<file path="src/rtl/three_channel_current_block_averager_assert.svh">
// Assertion macros shared by the averager RTL.
// Depends on nothing; included by the top level.
`ifndef THREE_CHANNEL_CURRENT_BLOCK_AVERAGER_ASSERT_SVH
`define THREE_CHANNEL_CURRENT_BLOCK_AVERAGER_ASSERT_SVH

// Condition implies consequence in the same cycle.
`define TCBA_ASSERT_NOW(label, clk, rst_n, ante, cons) \
  label: assert property (@(posedge clk) disable iff (!rst_n) (ante) |-> (cons)) \
    else $error("tcba assertion failed");

// Condition implies consequence in the next cycle.
`define TCBA_ASSERT_NEXT(label, clk, rst_n, ante, cons) \
  label: assert property (@(posedge clk) disable iff (!rst_n) (ante) |=> (cons)) \
    else $error("tcba assertion failed");

`endif

</file>
<file path="src/rtl/tcba_pkg.sv">
// Shared constants and types of the three-channel current averager.
// No dependencies; used by every module of the block.
package tcba_pkg;

  localparam int NCH        = 3;
  localparam int ADC_W      = 16;
  localparam int CUR_W      = 16;
  localparam int GAIN_W     = 24;
  localparam int WINDOW_DEF = 10;

  localparam logic [GAIN_W-1:0] GAIN_RESET = 24'd910236;
  localparam logic [GAIN_W-1:0] ROUND_HALF = 24'h800000;

  typedef enum logic {
    CMD_SAMPLE  = 1'b0,
    CMD_CAPTURE = 1'b1
  } cmd_t;

  // Per-item control that travels beside the lane pipelines.
  typedef struct packed {
    logic capture;
    logic fresh;
  } ctrl_t;

endpackage

</file>
<file path="src/rtl/tcba_lane.sv">
// One channel lane: window accumulator, zero offset, offset subtract,
// gain multiply and rounding with saturation. Depends on tcba_pkg.
module tcba_lane #(
  parameter int WINDOW = tcba_pkg::WINDOW_DEF
) (
  input  logic                         clk,
  input  logic                         rst_n,
  input  logic                         en,
  input  logic                         accept,
  input  logic                         capture,
  input  logic                         close,
  input  logic [tcba_pkg::ADC_W-1:0]   adc,
  input  logic [tcba_pkg::GAIN_W-1:0]  gain,
  output logic [tcba_pkg::ADC_W-1:0]   raw,
  output logic [tcba_pkg::CUR_W-1:0]   cur
);

  localparam int SUM_W  = tcba_pkg::ADC_W + $clog2(WINDOW);
  localparam int PROD_W = SUM_W + tcba_pkg::GAIN_W;

  logic [SUM_W-1:0]           sum_r;
  logic [SUM_W-1:0]           sum_ext;
  logic [tcba_pkg::ADC_W-1:0] off_r;

  logic [SUM_W-1:0]           s1_sum_r;
  logic [tcba_pkg::ADC_W-1:0] s1_off_r;
  logic [tcba_pkg::ADC_W-1:0] s1_raw_r;
  logic [SUM_W-1:0]           s2_mag_r;
  logic [tcba_pkg::ADC_W-1:0] s2_raw_r;
  logic [PROD_W-1:0]          s3_prod_r;
  logic [tcba_pkg::ADC_W-1:0] s3_raw_r;

  logic [SUM_W-1:0] base;
  logic [SUM_W:0]   delta;
  logic             pos;
  logic [PROD_W:0]  rnd;
  logic [SUM_W:0]   quot;

  assign sum_ext = sum_r + SUM_W'(adc);

  always_ff @(posedge clk) begin
    if (!rst_n) begin
      sum_r <= '0;
      off_r <= '0;
    end else if (accept) begin
      if (capture) begin
        sum_r <= '0;
        off_r <= adc;
      end else if (close) begin
        sum_r <= '0;
      end else begin
        sum_r <= sum_ext;
      end
    end
  end

  // Offset correction: the window sum minus WINDOW times the zero count.
  assign base  = SUM_W'(WINDOW) * SUM_W'(s1_off_r);
  assign delta = {1'b0, s1_sum_r} - {1'b0, base};
  assign pos   = !delta[SUM_W] && (|delta[SUM_W-1:0]);

  always_ff @(posedge clk) begin
    if (en) begin
      s1_sum_r  <= sum_ext;
      s1_off_r  <= off_r;
      s1_raw_r  <= capture ? '0 : adc;
      s2_mag_r  <= pos ? delta[SUM_W-1:0] : '0;
      s2_raw_r  <= s1_raw_r;
      s3_prod_r <= PROD_W'(s2_mag_r) * PROD_W'(gain);
      s3_raw_r  <= s2_raw_r;
    end
  end

  // Round half up, drop the Q24 fraction, then saturate to 16 bits.
  assign rnd  = {1'b0, s3_prod_r} + (PROD_W+1)'(tcba_pkg::ROUND_HALF);
  assign quot = rnd[PROD_W:tcba_pkg::GAIN_W];
  assign cur  = (|quot[SUM_W:tcba_pkg::CUR_W]) ? '1 : quot[tcba_pkg::CUR_W-1:0];
  assign raw  = s3_raw_r;

endmodule

</file>
<file path="src/rtl/tcba_merge.sv">
// Merge stage: holds the three currents and registers the result item.
// Depends on tcba_pkg; fed by the three tcba_lane instances.
module tcba_merge (
  input  logic                       clk,
  input  logic                       rst_n,
  input  logic                       en,
  input  logic                       valid,
  input  tcba_pkg::ctrl_t            ctrl,
  input  logic [tcba_pkg::ADC_W-1:0] raw [tcba_pkg::NCH],
  input  logic [tcba_pkg::CUR_W-1:0] cur [tcba_pkg::NCH],
  output logic                       out_valid,
  output logic [tcba_pkg::ADC_W-1:0] out_raw [tcba_pkg::NCH],
  output logic [tcba_pkg::CUR_W-1:0] out_cur [tcba_pkg::NCH],
  output logic                       out_fresh
);

  logic [tcba_pkg::CUR_W-1:0] held_r   [tcba_pkg::NCH];
  logic [tcba_pkg::CUR_W-1:0] held_nxt [tcba_pkg::NCH];
  logic                       valid_r;
  logic                       fresh_r;
  logic [tcba_pkg::ADC_W-1:0] raw_r    [tcba_pkg::NCH];
  logic [tcba_pkg::CUR_W-1:0] cur_r    [tcba_pkg::NCH];

  always_comb begin
    for (int c = 0; c < tcba_pkg::NCH; c++) begin
      held_nxt[c] = held_r[c];
      if (valid && ctrl.capture) begin
        held_nxt[c] = '0;
      end else if (valid && ctrl.fresh) begin
        held_nxt[c] = cur[c];
      end
    end
  end

  always_ff @(posedge clk) begin
    if (!rst_n) begin
      valid_r <= 1'b0;
      for (int c = 0; c < tcba_pkg::NCH; c++) begin
        held_r[c] <= '0;
      end
    end else if (en) begin
      valid_r <= valid;
      for (int c = 0; c < tcba_pkg::NCH; c++) begin
        held_r[c] <= held_nxt[c];
      end
    end
  end

  always_ff @(posedge clk) begin
    if (en) begin
      fresh_r <= valid && ctrl.fresh;
      for (int c = 0; c < tcba_pkg::NCH; c++) begin
        raw_r[c] <= raw[c];
        cur_r[c] <= held_nxt[c];
      end
    end
  end

  assign out_valid = valid_r;
  assign out_fresh = fresh_r;
  assign out_raw   = raw_r;
  assign out_cur   = cur_r;

endmodule

</file>
<file path="src/rtl/three_channel_current_block_averager.sv">
// Top level of the three-channel current averager: handshakes, window
// counter, gain register, three tcba_lane copies and tcba_merge.
// Depends on tcba_pkg and three_channel_current_block_averager_assert.svh.

// Each input item carries three ADC samples and a command flag. A capture
// stores the samples as zero offsets and clears sums, counter and currents.
// Samples are summed per channel; every WINDOW samples each channel produces
// (sum - WINDOW*offset) * gain_q24 / 2^24, rounded, clamped at zero and
// saturated at 65535, and held until the next window. One result item leaves
// for each input item, and a new item is taken every cycle: the three lanes
// are a four-stage pipeline (accumulate, offset subtract, multiply, round
// and merge) that only holds when the output register is full and not taken.
// gain_q24 should be written only while no item is in flight.
module three_channel_current_block_averager #(
  parameter int WINDOW = tcba_pkg::WINDOW_DEF
) (
  input  logic        clk,
  input  logic        rst_n,
  input  logic        in_tvalid,
  output logic        in_tready,
  input  logic [47:0] in_tdata,   // adc_1 [15:0], adc_2 [31:16], adc_3 [47:32]
  input  logic [0:0]  in_tuser,   // cmd [0]
  output logic        out_tvalid,
  input  logic        out_tready,
  output logic [95:0] out_tdata,  // raw_1, raw_2, raw_3, current_1, current_2,
                                  // current_3, 16 bits each from bit 0 up
  output logic [0:0]  out_tuser,  // fresh [0]
  input  logic        cfg_tvalid,
  output logic        cfg_tready,
  input  logic [23:0] cfg_tdata   // gain_q24 [23:0]
);

  localparam int CNT_W = (WINDOW > 1) ? $clog2(WINDOW) : 1;
  localparam logic [CNT_W-1:0] CNT_LAST = CNT_W'(WINDOW - 1);

  logic                         en;
  logic                         accept;
  logic                         capture;
  logic                         close;
  logic [CNT_W-1:0]             cnt_r;
  logic [tcba_pkg::GAIN_W-1:0]  gain_r;
  logic                         v1_r, v2_r, v3_r;
  tcba_pkg::ctrl_t              c1_r, c2_r, c3_r;
  logic [tcba_pkg::ADC_W-1:0]   adc      [tcba_pkg::NCH];
  logic [tcba_pkg::ADC_W-1:0]   lane_raw [tcba_pkg::NCH];
  logic [tcba_pkg::CUR_W-1:0]   lane_cur [tcba_pkg::NCH];
  logic [tcba_pkg::ADC_W-1:0]   o_raw    [tcba_pkg::NCH];
  logic [tcba_pkg::CUR_W-1:0]   o_cur    [tcba_pkg::NCH];
  logic                         o_fresh;

  assign en         = !out_tvalid || out_tready;
  assign in_tready  = en;
  assign accept     = in_tvalid && en;
  assign capture    = (tcba_pkg::cmd_t'(in_tuser[0]) == tcba_pkg::CMD_CAPTURE);
  assign close      = !capture && (cnt_r == CNT_LAST);
  assign cfg_tready = 1'b1;

  assign adc[0] = in_tdata[15:0];
  assign adc[1] = in_tdata[31:16];
  assign adc[2] = in_tdata[47:32];

  always_ff @(posedge clk) begin
    if (!rst_n) begin
      gain_r <= tcba_pkg::GAIN_RESET;
    end else if (cfg_tvalid) begin
      gain_r <= cfg_tdata;
    end
  end

  always_ff @(posedge clk) begin
    if (!rst_n) begin
      cnt_r <= '0;
    end else if (accept) begin
      if (capture || close) begin
        cnt_r <= '0;
      end else begin
        cnt_r <= cnt_r + 1'b1;
      end
    end
  end

  always_ff @(posedge clk) begin
    if (!rst_n) begin
      v1_r <= 1'b0;
      v2_r <= 1'b0;
      v3_r <= 1'b0;
    end else if (en) begin
      v1_r <= in_tvalid;
      v2_r <= v1_r;
      v3_r <= v2_r;
    end
  end

  always_ff @(posedge clk) begin
    if (en) begin
      c1_r <= '{capture: capture, fresh: close};
      c2_r <= c1_r;
      c3_r <= c2_r;
    end
  end

  for (genvar g = 0; g < tcba_pkg::NCH; g++) begin : g_lane
    tcba_lane #(
      .WINDOW (WINDOW)
    ) u_lane (
      .clk     (clk),
      .rst_n   (rst_n),
      .en      (en),
      .accept  (accept),
      .capture (capture),
      .close   (close),
      .adc     (adc[g]),
      .gain    (gain_r),
      .raw     (lane_raw[g]),
      .cur     (lane_cur[g])
    );
  end

  tcba_merge u_merge (
    .clk       (clk),
    .rst_n     (rst_n),
    .en        (en),
    .valid     (v3_r),
    .ctrl      (c3_r),
    .raw       (lane_raw),
    .cur       (lane_cur),
    .out_valid (out_tvalid),
    .out_raw   (o_raw),
    .out_cur   (o_cur),
    .out_fresh (o_fresh)
  );

  assign out_tdata = {o_cur[2], o_cur[1], o_cur[0], o_raw[2], o_raw[1], o_raw[0]};
  assign out_tuser = o_fresh;

`include "three_channel_current_block_averager_assert.svh"

  `TCBA_ASSERT_NOW(a_cnt_range, clk, rst_n, 1'b1, cnt_r <= CNT_LAST)
  `TCBA_ASSERT_NEXT(a_capture_clears_cnt, clk, rst_n, accept && capture, cnt_r == '0)
  `TCBA_ASSERT_NEXT(a_stage_to_out, clk, rst_n, en && v3_r, out_tvalid)

endmodule

</file>
<file path="config.mk">
export PLATFORM = sky130hd
export DESIGN_NAME = three_channel_current_block_averager
export DESIGN_NICKNAME = d
export VERILOG_FILES = /design/src/rtl/tcba_pkg.sv /design/src/rtl/tcba_lane.sv /design/src/rtl/tcba_merge.sv /design/src/rtl/three_channel_current_block_averager.sv
export VERILOG_INCLUDE_DIRS = /design/src /design/src/rtl
export SDC_FILE = /design/constraint.sdc
export NUM_CORES = 2
export LEC_CHECK = 0
export BUFFER_PORTS_ARGS = -buffer_cell sky130_fd_sc_hd__buf_2
export CAP_MARGIN = 25
export CORE_ASPECT_RATIO = 1.4
export CORE_MARGIN = 5
export CORE_UTILIZATION = 35
export CTS_BUF_LIST = sky130_fd_sc_hd__clkbuf_8
export DETAILED_ROUTE_END_ITERATION = 10
export GPL_TIMING_DRIVEN = 1
export HOLD_SLACK_MARGIN = 0.15
export PLACE_DENSITY_LB_ADDON = 0.12
export SYNTH_ARGS = -nofsm -noshare
export SYNTH_HDL_FRONTEND = slang
export SYNTH_SLANG_ARGS = --single-unit
</file>
<file path="constraint.sdc">
create_clock -name clk -period 51.4 [get_ports clk]
set_clock_uncertainty 0.05 [all_clocks]
set_input_delay 5.14 -clock clk [delete_from_list [all_inputs] [get_ports clk]]
set_output_delay 5.14 -clock clk [all_outputs]
set_load 0.01 [all_outputs]
</file>
== Word level (Yosys, flattened, before mapping) ==
Memories as Yosys holds them, arrays and structs flattened.
Cells that the tools add are included.
Storage, ports and cells
  flip-flop bits (word level): 687
  word-level logic and storage cells: 111
  bits of input ports: 78
  memories kept: 1
  memory bits (writable): 48
Operators by class
  multipliers: 6
  add/subtract/negate cells: 10
  reduce and logical (&&, ||, !) cells: 21
  bitwise logic cells: 3
  mux-type cells: 23
  equality and inequality tests: 1
Memory list
  u_merge.held_r: words 3, bits a word 16, rd ports 3, clocked after memory_dff 0, write ports 3, RTL line tcba_merge.sv:17  | logic [tcba_pkg::CUR_W-1:0] held_r [tcba_pkg::NCH];
Operators by type and width (number)
  $mux 16: 12
  $add 44x24->45 const B: 3
  $mul 20x24->44: 3
  $mux 20: 6
  $sub 20x20->21: 3
  $add 20x16->20: 3
  $reduce_or 20->1: 3
  $mul 3x16->19 const A: 3
  $reduce_or 5->1: 3
  $logic_and 1x1->1: 7
  $logic_not 1->1: 5
  $add 4x1->4 const B: 1
  $eq 4x4->1 const B: 1
  $mux 1: 4
  $mux 4: 1
  $or 1x1->1: 3
  $logic_or 1x1->1: 2
  $reduce_and 2->1: 1

== Logic depth before layout (Yosys ltp) ==
  word-level depth: 6
  depth in mapped cells: 29
  depth with buffers taken out: 27

== By module ==
From an unflattened synthesis, not the netlist that was laid out.
Unflattened totals
  cells, all modules: 7767
  area, all modules: 77505.6 um^2
By module, submodules not included
  tcba_lane (g_lane[1].u_lane): area an instance 23402.4 um^2, seq. area each 4474.3 um^2, instances 1, cells each 2417
  tcba_lane (g_lane[2].u_lane): area an instance 23307.4 um^2, seq. area each 4474.3 um^2, instances 1, cells each 2416
  tcba_lane (g_lane[0].u_lane): area an instance 23138.4 um^2, seq. area each 4474.3 um^2, instances 1, cells each 2382
  tcba_merge: area an instance 6291.0 um^2, seq. area each 4374.2 um^2, instances 1, cells each 429
  three_channel_current_block_averager: area an instance 1366.3 um^2, seq. area each 800.8 um^2, instances 1, cells each 123

== Worst setup path after synthesis ==
No wires, ideal clock.
  path kind: in2out
  start point: in out_tready
  end point: out in_tready
  arrival time: 18.453 ns
  required time: 46.210 ns
  stages: 3
  slack: 27.757 ns
  cell sequence: nor2b_1 -> inv_1 -> clkbuf_1
Between the ends
  longest elaborated chain between the ends: 1
RTL lines
  from (decl): RTL line three_channel_current_block_averager.sv:24  | input logic out_tready,
  $logic_or 1x1->1: RTL line three_channel_current_block_averager.sv:51  | assign en = !out_tvalid || out_tready;
  to (decl): RTL line three_channel_current_block_averager.sv:20  | output logic in_tready,
No other way between the ends.

== Final worst setup path ==
Same ends and word-level chain as after synthesis.

==> run_results.csv <==
group,metric,value,unit
grt,grt_max_degree,77,
clock_network,clk_latency,0.90,ns
clock_network,hold_buffers,0,
synth,synth_area,74690,um2
drt,first_iter_violations,1952,
clock_network,cts_max_level,3,
clock_network,cts_resized,0,
clock_network,cts_setup_buffers,0,
grt,grt_pass1_vias,55090,
synth,yosysMostFrequentCell,"inv_1",
synth,synth-xor-area-share,2.615,%
synth,synthDistinctLibCells,72,
floorplan,pin_count,178,
drt,routed_wl,198.5,mm
layout,num-fill-cells,21380,
drt,wire_per_inst,19.09,um
layout,final_util,38.35,%
layout,drive_above_1_share,6.773,%
timing,tns,0,ns
synth,ys.flop_type,"edfxtp_1",
synth,synth_warnings,0,
synth,yosys-top-cells-area,"fa_1 32%, edfxtp_1 21%, ha_1 11%",
layout,final_nets,9368,
timing,tightestPinTransition,1.082,ns
floorplan,initial_core_util,35.20,%
synth,synth_compound_area_share,5.503,%
job,maxCapViolCount,0,
layout,fin_area,81380,um2
timing,rsz0062_at_grt,"no",
floorplan,dieWidth,400.4,um
setup_path,criticalPathCategory,"in -> out",
clock_network,path_clk_slew,0.06,ns
floorplan,row_count,200,
setup_path,reg2reg_from,"gain_r[7]$_SDFFE_PN1P_",
hold_path,min_from,"g_lane[0].u_lane.off_r[2]$_SDFFE_PN0P_",
synth,synthAdderAreaFrac,42.57,%
place,gp_congestion,0.8243,
synth,synth_fp_nets,9324,
grt,gr-total-overflow,0,
drt,drt_first_pass_iters,5,
clock_network,cts_sinks,666,
layout,area_delta_synth_final,8.970,%
setup_path,critPathCaptureType,"output pin",
synth,async_reset_ff_share,0,%
setup_path,worst_ep_required_time,46.21,ns
grt,grt_first_pass_wirelength,313.3,mm
drt,antenna_left,0,
grt,grt_use_total,17.94,%
synth,syn_avg_cell_area,10.07,um2
floorplan,fp.dieH,556.6,um
layout,stdcell_count,10400,
timing,maxSlewHeadroom,27.85,%
synth,synth_top_family_by_area,"adder cells",
place,place.port_buffers,176,
synth,muxShareOfSynthArea,0.3619,%
place,placedCellCount,10170,
setup_path,arrival,6.36,ns
timing,finalHoldViolCount,0,
floorplan,dieArea,222900,um2
synth,syn_inst,7414,
timing,setup_viol,0,
timing,fin_crit,11.55,ns
place,dp_hpwl,148.4,mm
setup_path,path_max_fanout,64,
timing,max_freq,0.08660,GHz
clock_network,cts_tree,"yes",
outcome,outcome,"finished, final reports clean",
drt,route.detailed.drc,0,
clock_network,cts_max_path_buffers,3,
floorplan,core_area,212200,um2
timing,period_share,22.46,%
synth,yosys.area_share.simple,15.47,%
setup_path,worstSetupStartpoint,"out_tready",
timing,drv_slew,0,
grt,antenna_found_initial,15,
setup_path,critical_path.startpoint_type,"input pin",
synth,yosysTopAreaCellShare,31.68,%
drt,vias,50030,
hold_path,hp-class,"reg -> reg",
drt,viasPerCell,4.810,
clock_network,cts_buffers,114,
synth,synthTopCellsByCount,"1338 x inv_1, 1182 x fa_1, 892 x nand2_1, 786 x and2_1, 650 x ha_1",
synth,synth_edf_count,526,
synth,yosysTopAreaCell,"fa_1",
clock_network,root_buffer,"clkbuf_8",
place,placed_area,78830,um2
synth,synth_seq_area_share,24.90,%
synth,ys_seq_elements,666,
-- final timing paths --
kind / to / slack, ns / depth (start not counted)
worst min register to register: g_lane[0].u_lane.s1_off_r[2]$_DFFE_PN_ / 0.33 / 0
worst max-delay path: in_tready / 39.85 / 4
worst max register to register: g_lane[2].u_lane.s3_prod_r[43]$_DFFE_PN_ / 42.84 / 26
worst min-delay path: g_lane[0].u_lane.s1_off_r[2]$_DFFE_PN_ / 0.33 / 0
-- metal layers --
metal	GRT usage [%]	share of wire, %
met5	0	0
met1	21.90	42
met4	6.055	3.6
met2	32.88	52
met3	2.003	3.0
-- cell type report --
| cell class | count | area [um2] | share of cell area, % |
|---|---|---|---|
| multi-input cells | 5048 | 49720 | 61.09 |
| clock inverters | 84 | 576.8 | 0.7087 |
| inverters | 1338 | 5032 | 6.183 |
| clock buffers | 133 | 1831 | 2.249 |
| well taps | 2828 | 3538 | 4.348 |
| diodes | 14 | 35.03 | 0.04305 |
| flip-flops and latches | 666 | 18630 | 22.89 |
| repair buffers | 290 | 2023 | 2.486 |
-- metrics by stage --
step	worst slack (ns)	hold WS, ns
after global placement	39.84	0.3510
final	39.85	0.3258
after detailed placement	39.81	0.3545
after CTS	39.82	0.3131
after global routing	39.76	0.3353
after floorplan	27.76	0.3503
-- critical path, stage by stage --
cell and delay, ns:
buf_2 0.10, nor2b_1 0.52, inv_8 0.33, buf_2 0.24
-- sequential cells by signal, indices dropped and copies added (netlist names), 24 cells and up --
signal / flops
g_lane.u_lane.s2_mag_r: 60
g_lane.u_lane.raw: 48
g_lane.u_lane.s1_off_r: 48
g_lane.u_lane.s2_raw_r: 48
g_lane.u_lane.s3_prod_r: 63
g_lane.u_lane.s1_sum_r: 60
g_lane.u_lane.off_r: 48
g_lane.u_lane.s1_raw_r: 48
g_lane.u_lane.sum_r: 60
u_merge.held_r: 48
u_merge.out_cur: 48
u_merge.out_raw: 48
gain_r: 24
-- kinds of logic (layout without fill, tap and decap cells) --
group / Yosys count / after routing
adder cells (fa/ha/maj): 1832 / 1832
multiplexers: 27 / 27
AO/OA/AOI/OAI: 657 / 657
XOR/XNOR: 223 / 223
AND/OR/NAND/NOR: 2308 / 2308
other: 1 / 15
buffers and inverters: 1700 / 1845
flip-flops: 666 / 666
-- placed cells by master (no fill, tap or decap), types with 13 or more instances in the layout --
cell	instances
xnor2_1	128
nand2_1	889
a22oi_1	25
buf_2	176
a211oi_1	18
clkbuf_8	134
a31oi_1	20
nand4_1	19
diode_2	14
edfxtp_1	526
buf_16	13
a21boi_0	13
and3_1	81
a22o_1	18
o211ai_1	14
fa_1	1182
o21ai_0	150
dfxtp_2	24
nor2_1	213
nor3_1	57
ha_1	650
a21o_1	63
xor2_1	95
buf_4	97
nor2b_1	91
inv_1	1381
nand3_1	72
and2_1	786
mux2i_1	27
nand2b_1	38
or3_1	22
o21a_1	28
dfxtp_1	116
a21oi_1	228
Power is not shown: default switching activity piles up to over one toggle a cycle in this logic, so the estimate is an artifact.
